$ cat config.mk
export PLATFORM = sky130hd
export DESIGN_NAME = assertion_control_flag_table
export DESIGN_NICKNAME = d
export VERILOG_FILES = /design/src/hw/rtl/acft_pkg.sv /design/src/hw/rtl/acft_flag_mem.sv /design/src/hw/rtl/assertion_control_flag_table.sv
export VERILOG_INCLUDE_DIRS = /design/src /design/src/hw/rtl
export SDC_FILE = /design/constraint.sdc
export NUM_CORES = 1
export LEC_CHECK = 0
export ABC_AREA = 1
export BUFFER_PORTS_ARGS = -buffer_cell sky130_fd_sc_hd__buf_4
export CAP_MARGIN = 30
export CORE_AREA = 5 5 215 217
export DETAILED_ROUTE_END_ITERATION = 8
export DIE_AREA = 0 0 220 222
export MAX_ROUTING_LAYER = met4
export PLACE_DENSITY_LB_ADDON = 0.05
export SYNTH_ARGS = -nofsm -noshare
export SYNTH_HDL_FRONTEND = slang
export SYNTH_SLANG_ARGS = --single-unit
$ cat constraint.sdc
create_clock -name clk_i -period 6.99 [get_ports clk_i]
set_input_delay 0 -clock clk_i [delete_from_list [all_inputs] [get_ports clk_i]]
set_output_delay 0 -clock clk_i [all_outputs]
set_load 0.01 [all_outputs]
$ cat src/hw/rtl/assert_macros.svh
// assertion macros for the rtl files
`ifndef ASSERT_MACROS_SVH
`define ASSERT_MACROS_SVH

// property checked on clk_i, off while rst_ni is low
`define ACFT_ASSERT(lbl, prop, msg) \
  lbl: assert property (@(posedge clk_i) disable iff (!rst_ni) (prop)) else $error(msg);

// condition that must never hold out of reset
`define ACFT_ASSERT_NEVER(lbl, expr, msg) \
  lbl: assert property (@(posedge clk_i) disable iff (!rst_ni) !(expr)) else $error(msg);

`endif

$ cat src/hw/rtl/acft_pkg.sv
// types, opcodes, flag update and status functions for the assertion control flag table
`default_nettype none

package acft_pkg;

  localparam int IdxW             = 6;
  localparam int NumIdx           = 2 ** IdxW;
  localparam int DefaultInstances = 64;
  localparam int OpW              = 4;
  localparam int InDataW          = 16;
  localparam int OutDataW         = 8;

  typedef enum logic [OpW-1:0] {
    OP_LOCK          = 4'd0,
    OP_UNLOCK        = 4'd1,
    OP_ON            = 4'd2,
    OP_OFF           = 4'd3,
    OP_KILL          = 4'd4,
    OP_PASS_ON       = 4'd5,
    OP_PASS_OFF      = 4'd6,
    OP_FAIL_ON       = 4'd7,
    OP_FAIL_OFF      = 4'd8,
    OP_NONVACUOUS_ON = 4'd9,
    OP_VACUOUS_OFF   = 4'd10,
    OP_GLOBAL_OFF    = 4'd11,
    OP_GLOBAL_ON     = 4'd12
  } op_e;

  // disabled sits in bit 0
  typedef struct packed {
    logic fail_off;
    logic nvac_off;
    logic vac_off;
    logic locked;
    logic killed;
    logic disabled;
  } flags_t;

  // enabled sits in bit 0
  typedef struct packed {
    logic global_disabled;
    logic fail_enabled;
    logic pass_enabled;
    logic nonvacuous_pass_enabled;
    logic vacuous_pass_enabled;
    logic locked;
    logic killed;
    logic enabled;
  } status_t;

  typedef struct packed {
    logic            en;
    logic [IdxW-1:0] addr;
    flags_t          data;
  } wr_t;

  typedef struct packed {
    logic            en;
    logic [IdxW-1:0] addr;
  } rd_t;

  function automatic flags_t next_flags(logic [OpW-1:0] op, flags_t f);
    flags_t n;
    n = f;
    if (op == OP_UNLOCK) begin
      n.locked = 1'b0;
    end else if (!f.locked) begin
      case (op)
        OP_LOCK:          n.locked   = 1'b1;
        OP_ON:            n.disabled = 1'b0;
        OP_OFF:           n.disabled = 1'b1;
        OP_KILL: begin
          n.killed   = 1'b1;
          n.disabled = 1'b1;
        end
        OP_PASS_ON: begin
          n.vac_off  = 1'b0;
          n.nvac_off = 1'b0;
        end
        OP_PASS_OFF: begin
          n.vac_off  = 1'b1;
          n.nvac_off = 1'b1;
        end
        OP_FAIL_ON:       n.fail_off = 1'b0;
        OP_FAIL_OFF:      n.fail_off = 1'b1;
        OP_NONVACUOUS_ON: n.nvac_off = 1'b0;
        OP_VACUOUS_OFF:   n.vac_off  = 1'b1;
        default:          n = f;
      endcase
    end
    return n;
  endfunction

  function automatic status_t make_status(flags_t f, logic gdis);
    status_t s;
    s.enabled                 = !gdis && !f.disabled && !f.killed;
    s.killed                  = f.killed;
    s.locked                  = f.locked;
    s.vacuous_pass_enabled    = !f.vac_off;
    s.nonvacuous_pass_enabled = !f.nvac_off;
    s.pass_enabled            = !f.vac_off && !f.nvac_off;
    s.fail_enabled            = !f.fail_off;
    s.global_disabled         = gdis;
    return s;
  endfunction

endpackage

`default_nettype wire

$ cat src/hw/rtl/acft_flag_mem.sv
// flag memory with per-entry valid bits and registered read
`default_nettype none

module acft_flag_mem #(
  parameter int DEPTH = acft_pkg::DefaultInstances
) (
  input  wire                 clk_i,
  input  wire                 rst_ni,
  input  acft_pkg::wr_t       wr_i,
  input  acft_pkg::rd_t       rd_i,
  output acft_pkg::flags_t    rd_flags_o
);

  localparam int AddrW = (DEPTH > 1) ? $clog2(DEPTH) : 1;

  acft_pkg::flags_t mem [DEPTH];
  logic [DEPTH-1:0] vld_q;
  acft_pkg::flags_t rd_data_q;
  logic             rd_vld_q;

  logic [AddrW-1:0] waddr;
  logic [AddrW-1:0] raddr;

  assign waddr = wr_i.addr[AddrW-1:0];
  assign raddr = rd_i.addr[AddrW-1:0];

  always_ff @(posedge clk_i) begin
    if (wr_i.en) begin
      mem[waddr] <= wr_i.data;
    end
  end

  always_ff @(posedge clk_i) begin
    if (rd_i.en) begin
      rd_data_q <= mem[raddr];
    end
  end

  always_ff @(posedge clk_i or negedge rst_ni) begin
    if (!rst_ni) begin
      vld_q    <= '0;
      rd_vld_q <= 1'b0;
    end else begin
      if (wr_i.en) begin
        vld_q[waddr] <= 1'b1;
      end
      if (rd_i.en) begin
        rd_vld_q <= vld_q[raddr];
      end
    end
  end

  assign rd_flags_o = rd_vld_q ? rd_data_q : '0;

endmodule

`default_nettype wire

$ cat src/hw/rtl/assertion_control_flag_table.sv
// top level of the assertion control flag table
//
//   channel  dir  tdata fields (low bit up)
//   s_axis   in   opcode[3:0], instance_req[9:4], zero pad[15:10]
//   m_axis   out  enabled, killed, locked, vacuous_pass_enabled,
//                 nonvacuous_pass_enabled, pass_enabled, fail_enabled,
//                 global_disabled
//
// one transfer per cycle while the result is not stalled
// stage one holds the flag read, stage two the result register
// a write to the flag memory forwards to the next item on the same instance
// reset clears every entry at once through valid bits; no clearing pass
// a stalled result holds stage one, and input ready drops while stage one is held
`default_nettype none
`include "assert_macros.svh"

module assertion_control_flag_table #(
  parameter int INSTANCES = acft_pkg::DefaultInstances
) (
  input  wire                             clk_i,
  input  wire                             rst_ni,
  input  wire                             s_axis_tvalid_i,
  output logic                            s_axis_tready_o,
  // opcode, instance_req, zero pad
  input  wire  [acft_pkg::InDataW-1:0]    s_axis_tdata_i,
  output logic                            m_axis_tvalid_o,
  input  wire                             m_axis_tready_i,
  // enabled, killed, locked, vacuous, nonvacuous, pass, fail, global_disabled
  output logic [acft_pkg::OutDataW-1:0]   m_axis_tdata_o
);

  localparam int Depth = (INSTANCES < acft_pkg::NumIdx) ? INSTANCES : acft_pkg::NumIdx;

  logic                          in_acc;
  logic [acft_pkg::OpW-1:0]      in_op;
  logic [acft_pkg::IdxW-1:0]     in_idx;
  logic                          in_range;

  logic                          s1_vld_q;
  logic [acft_pkg::OpW-1:0]      s1_op_q;
  logic [acft_pkg::IdxW-1:0]     s1_idx_q;
  logic                          s1_range_q;
  logic                          byp_q;
  acft_pkg::flags_t              byp_flags_q;
  logic                          s1_adv;
  logic                          s1_we;
  acft_pkg::flags_t              rd_flags;
  acft_pkg::flags_t              s1_cur;
  acft_pkg::flags_t              s1_next;
  acft_pkg::flags_t              s1_res;
  logic                          gdis_d;
  logic                          global_off_q;
  acft_pkg::status_t             s1_status;

  logic                          out_vld_q;
  acft_pkg::status_t             out_data_q;

  acft_pkg::wr_t                 wr;
  acft_pkg::rd_t                 rd;

  assign in_op    = s_axis_tdata_i[acft_pkg::OpW-1:0];
  assign in_idx   = s_axis_tdata_i[acft_pkg::OpW +: acft_pkg::IdxW];
  assign in_range = 32'(in_idx) < INSTANCES;

  assign s1_adv          = s1_vld_q && (!out_vld_q || m_axis_tready_i);
  assign s_axis_tready_o = !s1_vld_q || s1_adv;
  assign in_acc          = s_axis_tvalid_i && s_axis_tready_o;

  assign rd.en   = in_acc && in_range;
  assign rd.addr = in_idx;

  acft_flag_mem #(
    .DEPTH (Depth)
  ) u_flag_mem (
    .clk_i      (clk_i),
    .rst_ni     (rst_ni),
    .wr_i       (wr),
    .rd_i       (rd),
    .rd_flags_o (rd_flags)
  );

  always_comb begin
    if (!s1_range_q) begin
      s1_cur = '0;
    end else if (byp_q) begin
      s1_cur = byp_flags_q;
    end else begin
      s1_cur = rd_flags;
    end
  end

  assign s1_next = acft_pkg::next_flags(s1_op_q, s1_cur);
  assign s1_we   = s1_range_q && (s1_op_q <= acft_pkg::OP_VACUOUS_OFF);

  // an instance out of range reports a cleared entry
  always_comb begin
    s1_res = s1_next;
    if (!s1_range_q) begin
      s1_res = '0;
    end
  end

  always_comb begin
    gdis_d = global_off_q;
    if (s1_op_q == acft_pkg::OP_GLOBAL_OFF) begin
      gdis_d = 1'b1;
    end else if (s1_op_q == acft_pkg::OP_GLOBAL_ON) begin
      gdis_d = 1'b0;
    end
  end

  assign s1_status = acft_pkg::make_status(s1_res, gdis_d);

  assign wr.en   = s1_adv && s1_we;
  assign wr.addr = s1_idx_q;
  assign wr.data = s1_next;

  always_ff @(posedge clk_i or negedge rst_ni) begin
    if (!rst_ni) begin
      s1_vld_q     <= 1'b0;
      byp_q        <= 1'b0;
      global_off_q <= 1'b0;
      out_vld_q    <= 1'b0;
    end else begin
      if (s_axis_tready_o) begin
        s1_vld_q <= s_axis_tvalid_i;
      end
      if (in_acc) begin
        byp_q <= wr.en && (s1_idx_q == in_idx);
      end
      if (s1_adv) begin
        global_off_q <= gdis_d;
      end
      if (s1_adv) begin
        out_vld_q <= 1'b1;
      end else if (m_axis_tready_i) begin
        out_vld_q <= 1'b0;
      end
    end
  end

  always_ff @(posedge clk_i) begin
    if (in_acc) begin
      s1_op_q     <= in_op;
      s1_idx_q    <= in_idx;
      s1_range_q  <= in_range;
      byp_flags_q <= s1_next;
    end
    if (s1_adv) begin
      out_data_q <= s1_status;
    end
  end

  assign m_axis_tvalid_o = out_vld_q;
  assign m_axis_tdata_o  = out_data_q;

  `ACFT_ASSERT(a_lock_holds,
               s1_vld_q && s1_cur.locked && (s1_op_q != acft_pkg::OP_UNLOCK)
                 |-> s1_next == s1_cur,
               "locked entry changed")
  `ACFT_ASSERT(a_stall_cause,
               !s_axis_tready_o |-> s1_vld_q && out_vld_q && !m_axis_tready_i,
               "input stalled without output stall")
  `ACFT_ASSERT(a_global_off,
               s1_adv && (s1_op_q == acft_pkg::OP_GLOBAL_OFF) |=> global_off_q,
               "global off not taken")
  `ACFT_ASSERT_NEVER(a_killed_enabled,
                     out_vld_q && out_data_q.killed && out_data_q.enabled,
                     "killed instance reported enabled")

endmodule

`default_nettype wire
# == Yosys cells after proc, flatten, opt, wreduce, memory -nomap -nowiden ==
# Memory sizes are Yosys's and may differ from the RTL's. A register that Yosys moved wholly into a read port is not among the register bits.
# Index checks and enable logic that the tools add are counted.
# classes
bitwise_logic,1
n_eq_ne,13
n_mux,22
n_lt_le_gt_ge,4
n_reduce_logical,23
# ops
operator,n
OR 64 bit,1
== test 4 bit (second input constant),5
2-to-1 mux 6 bit,3
== test 4 x 3 -> 1 bit (second input constant),4
< comparator 6 x 7 -> 1 bit (second input constant),2
2-to-1 mux 1 bit,11
== test 4 x 2 -> 1 bit (second input constant),2
logical AND 1 bit,8
logical NOT 1 bit,8
one-hot mux 1 bit (2 select lines),4
binary-select mux 1 bit (select 6 bit),1
demux 1 bit (select 6 bit),1
== test 6 bit,1
greater-or-equal comparator 6 x 1 -> 1 bit (second input constant),1
OR reduction 2 bit,3
== test 4 x 1 -> 1 bit (second input constant),1
less-or-equal comparator 4 bit (second input constant),1
logical NOT 4 bit,1
2-to-1 mux 3 bit,1
logical OR 1 bit,2
2-to-1 mux 2 bit,1
nonzero test 2 bit,1
# word_totals
wordCells,86
ramBits,384
in_bits,20
ff_bits,93
n_memories,1
# mem_list
memory,words,width,read_ports,rd_ports_with_merged_regs,wr,line_no,text
u_flag_mem.mem,64,6,1,1,1,acft_flag_mem.sv:16,acft_pkg::flags_t mem [DEPTH];

# == Logic depth before layout (Yosys ltp) ==
# depth
depth_word,8
depth_mapped,13
mapped_depth_nobuf,11

# == Cells and area by module ==
# From an unflattened synthesis, not the netlist that was laid out.
# hier_totals
hier_cells,1708
hier_area_um2,19985.4
# by_module_without_submodules
module,seq_area_each_um2,area_each_um2,cells_per_inst,instances
acft_flag_mem,13337.8,18612.9,1580,1
assertion_control_flag_table,820.8,1372.6,128,1

# == Worst setup path before layout ==
# Ideal clock, no wire load.
# synth_timing
path_kind,register to register
startpoint,register byp_q
endpoint,"register byp_flags_q[5] (netlist bit), data pin"
t_arrival_ns,2.801
stages_incl_launch_ff,8
slack_ns,3.612
path_cell_list,dfrtp_1 -> inv_1 -> nand2_1 -> inv_1 -> nand2_1 -> nand2_1 -> nor2_1 -> a22oi_1
# synth_lines
element,line_no,text
start: declaration,assertion_control_flag_table.sv:43,logic byp_q;
start signal: assignment,assertion_control_flag_table.sv:129,byp_q <= wr.en && (s1_idx_q == in_idx);
end signal: assignment,assertion_control_flag_table.sv:147,byp_flags_q <= s1_next;
end: declaration,assertion_control_flag_table.sv:44,acft_pkg::flags_t byp_flags_q;

# == Worst setup path after layout ==
# layout_timing
startpoint,"register out_vld_q, in the netlist m_axis_tvalid_o"
endpoint,memory u_flag_mem.mem[10][3] (netlist bit) (enable)
# layout_between
elab_chain_cells,6
# layout_lines
element,line_no,text
start: declaration,assertion_control_flag_table.sv:55,logic out_vld_q;
start signal: assignment,assertion_control_flag_table.sv:123,out_vld_q <= 1'b0;
start signal: assignment,assertion_control_flag_table.sv:135,out_vld_q <= 1'b1;
start signal: assignment,assertion_control_flag_table.sv:137,out_vld_q <= 1'b0;
logical NOT 1 bit,assertion_control_flag_table.sv:65,assign s1_adv = s1_vld_q && (!out_vld_q || m_axis_tready_i);
logical OR 1 bit,assertion_control_flag_table.sv:65,
logical AND 1 bit,assertion_control_flag_table.sv:65,
net s1_adv,assertion_control_flag_table.sv:45,logic s1_adv;
logical AND 1 bit,assertion_control_flag_table.sv:114,assign wr.en = s1_adv && s1_we;
2-to-1 mux 1 bit,acft_flag_mem.sv:28,if (wr_i.en) begin
2-to-1 mux 1 bit (not written as such),acft_flag_mem.sv:29,mem[waddr] <= wr_i.data;
end: declaration,acft_flag_mem.sv:16,
# The timed path passes the listed nets, and every way through them passes these cells.

==> impl_metrics.py <==
metrics = {
    "global_routing": {
        "grt_pass1_vias": 12100,
        "grt_antenna_before_repair": 0,
        "gr-total-overflow": 0,
        "grt_max_degree": 192,
        "grt_usage_pct": 21.2,
        "grt_first_pass_wirelength_mm": 76.4,
    },
    "finish": {
        "fillers": 3960,
        "nNetsFinal": 1705,
        "final_common_cell": "edfxtp_1",
        "n_antenna_cell": 0,
        "fin_cells": 2322,
        "area_growth_pct": 13.0,
        "layout_common_cells": "edfxtp_1 (414), nand2_1 (295), nor2_1 (234)",
        "drive_above_1_share_pct": 11.0,
    },
    "cts": {
        "htreeDepth": 2,
        "path_clk_slew_ps": 60,
        "cts_max_path_buffers": 3,
        "post_cts_buffers": 0,
        "cts_tree": "built",
        "clock_latency_ps": 600,
        "clock-sinks": 483,
        "numCtsBuffers": 53,
        "postCtsHoldBufs": 12,
        "ctsResizeCount": 0,
        "root_buffer": "clkbuf_16",
    },
    "critical_path": {
        "crit_slowest_cell": "nor2_1",
        "required_ps": 7200,
        "timing_worst_setup_path_type": "reg2reg",
        "ff2ff_setup_slack_ps": 3880,
        "startpoint_type": "flip-flop",
        "cp.arrival_ps": 3320,
        "cp_max_fo": 10,
        "cp_cell_sequence": "nand2_1 -> nand2_1 -> inv_1 -> nand2_1 -> a21oi_2 -> nand4_1 -> nor2_1",
        "crit_path_max_incr_delay_ps": 770,
        "path_common_cell": "nand2_1",
        "endpoint_kind": "flip-flop",
    },
    "power": {
        "power.leakage_nw": 8.13,
        "p_per_area_mw_per_mm2": 305,
        "vdd_drop_max_mv": 0.203,
        "power_w": 0.00674,
    },
    "timing": {
        "final.setup.worst_slack_ps": 3880,
        "final_max_slew_viol_count": 0,
        "setup_violations": 0,
        "min_period_over_period_pct": 44.4,
        "slew_headroom_pct": 23.1,
        "tightest_slew_ps": 1150,
        "fin_crit_ps": 3110,
        "setup_tns_ps": 0,
        "skew_ps": 17.7,
        "hold_viol": 0,
        "rsz0062_at_grt": "false",
        "fmax_ghz": 0.322,
    },
    "run_status": {
        "status": "completed",
    },
    "routing": {
        "drtPass1Iterations": 5,
        "ant_nets": 0,
        "drc": 0,
        "routed_wirelength_mm": 50.0,
        "via_per_inst": 5.38,
        "vias": 12500,
        "wl_per_cell_um": 21.5,
        "drtIter0Drc": 1132,
    },
    "yosys": {
        "ys.flop_type": "edfxtp_1",
        "ys_warn_count": 0,
        "synth_area_leaders": "edfxtp_1 (64%), dfrtp_1 (8.8%), nand2_1 (5.7%)",
        "ys_types": 24,
        "syn_area_per_cell_um2": 11.7,
        "yosysSeqAreaShare_pct": 72.4,
        "syn_inst": 1673,
        "synth_top_area_share_pct": 63.6,
        "ys_ff_latch": 483,
        "syn-cell-area_mm2": 0.0195,
        "synth_top_area_cell": "edfxtp_1",
        "synth_edf_count": 414,
        "syn_nets": 1693,
        "async_reset_ff_share_pct": 14.3,
    },
    "floorplanning": {
        "io_pins": 30,
        "placementRows": 77,
        "core_area_mm2": 0.0439,
        "fp.dieH_um": 222,
        "initial_core_util_pct": 44.5,
        "die_area_mm2": 0.0488,
        "die_width_um": 220,
    },
    "placed_design": {
        "io_buffer_count": 23,
        "place_inst": 2210,
        "dp_slack_ps": 3870,
        "dp_hpwl_mm": 27.7,
        "gp_congestion": 0.888,
    },
    "run": {
        "cap_violations": 0,
    },
    "worst_hold_path": {
        "hp-class": "in2reg",
    },
}
[sequential cells by signal, summed over array words and instances, names as in the netlist]
| name | cells |
|---|---|
| u_flag_mem.mem | 384 |
| u_flag_mem.vld_q | 64 |
| m_axis_tdata_o | 8 |
| byp_flags_q | 6 |
| s1_idx_q | 6 |
| u_flag_mem.rd_data_q | 6 |
| s1_op_q | 4 |
| byp_q | 1 |
| global_off_q | 1 |
| m_axis_tvalid_o | 1 |
| s1_vld_q | 1 |
| u_flag_mem.rd_vld_q | 1 |
[per-layer routing]
metal | track usage (%) | up-vias | share of wire [%]
li1 | - | 5943 | -
met5 | - | - | 0
met1 | 31.2 | 6150 | 47
met4 | 5.62 | 0 | 2.1
met2 | 31.3 | 326 | 46
met3 | 3.06 | 69 | 4.8
[kinds of logic after synthesis]
logic type	count (synthesis)	share of synthesized area, %
simple gates	741	16.0
xor+xnor	3	0.134
compound gates	303	8.40
flops	483	72.4
buf+inv	143	2.98
[final timing paths]
check                                            startpoint  depth (start not counted)                               end
min reg2reg                u_flag_mem.vld_q[35]$_DFFE_PN0P_                          1  u_flag_mem.vld_q[35]$_DFFE_PN0P_
max in group asynchronous                            rst_ni                          4  u_flag_mem.vld_q[60]$_DFFE_PN0P_
max                             m_axis_tvalid_o$_DFFE_PN0P_                          7   u_flag_mem.mem[10][3]$_DFFE_PP_
min                                       s_axis_tdata_i[1]                          2              s1_op_q[1]$_DFFE_PP_
min in group asynchronous                            rst_ni                          4  u_flag_mem.vld_q[28]$_DFFE_PN0P_
max reg2reg                     m_axis_tvalid_o$_DFFE_PN0P_                          7   u_flag_mem.mem[10][3]$_DFFE_PP_
[cells in the mapped netlist (2+ instances only)]
| master | count |
|---|---|
| nand2_1 | 296 |
| buf_2 | 31 |
| o21ai_0 | 189 |
| nand4_1 | 8 |
| clkbuf_1 | 54 |
| dfrtp_1 | 69 |
| nor3_1 | 4 |
| xor2_1 | 3 |
| a21oi_1 | 25 |
| or2_2 | 64 |
| o22ai_1 | 79 |
| nor2_1 | 234 |
| buf_4 | 2 |
| nand3_1 | 135 |
| inv_1 | 47 |
| buf_1 | 7 |
| edfxtp_1 | 414 |
| a22oi_1 | 6 |
[per-stage QoR]
step | instance area (um2) | hold WS [ps] | util [%]
final | 22100 | 139 | 50.3
after global routing | 22100 | 126 | 50.3
after CTS | 22100 | 109 | 50.3
after detailed placement | 20200 | -2.68 | 46.0
after global placement | 20200 | -2.55 | 46.0
after floorplan | 19500 | -296 | -
[worst max-delay path, delay by kind of cell (launching register included)]
family | cells | cell delay, ps
flops | 1 | 390
simple gates | 5 | 1600
compound gates | 1 | 450
buf+inv | 1 | 290
[final cells by class]
type,count,area (um2),area share [%]
timing repair buffer,51,439,1.99
clock inverter,28,313,1.42
sequential,483,14200,64.1
multi-input combinational,1047,4830,21.9
clock buffer,72,1420,6.42
inverter,49,191,0.867
tap,592,741,3.35
[where the power goes]
group	switching (W)	total, W	internal, W
sequential	0.0000520	0.00339	0.00333
clock	0.00111	0.00275	0.00164
combinational	0.000421	0.000602	0.000181
No activity file was read; power rests on OpenSTA's default activity.
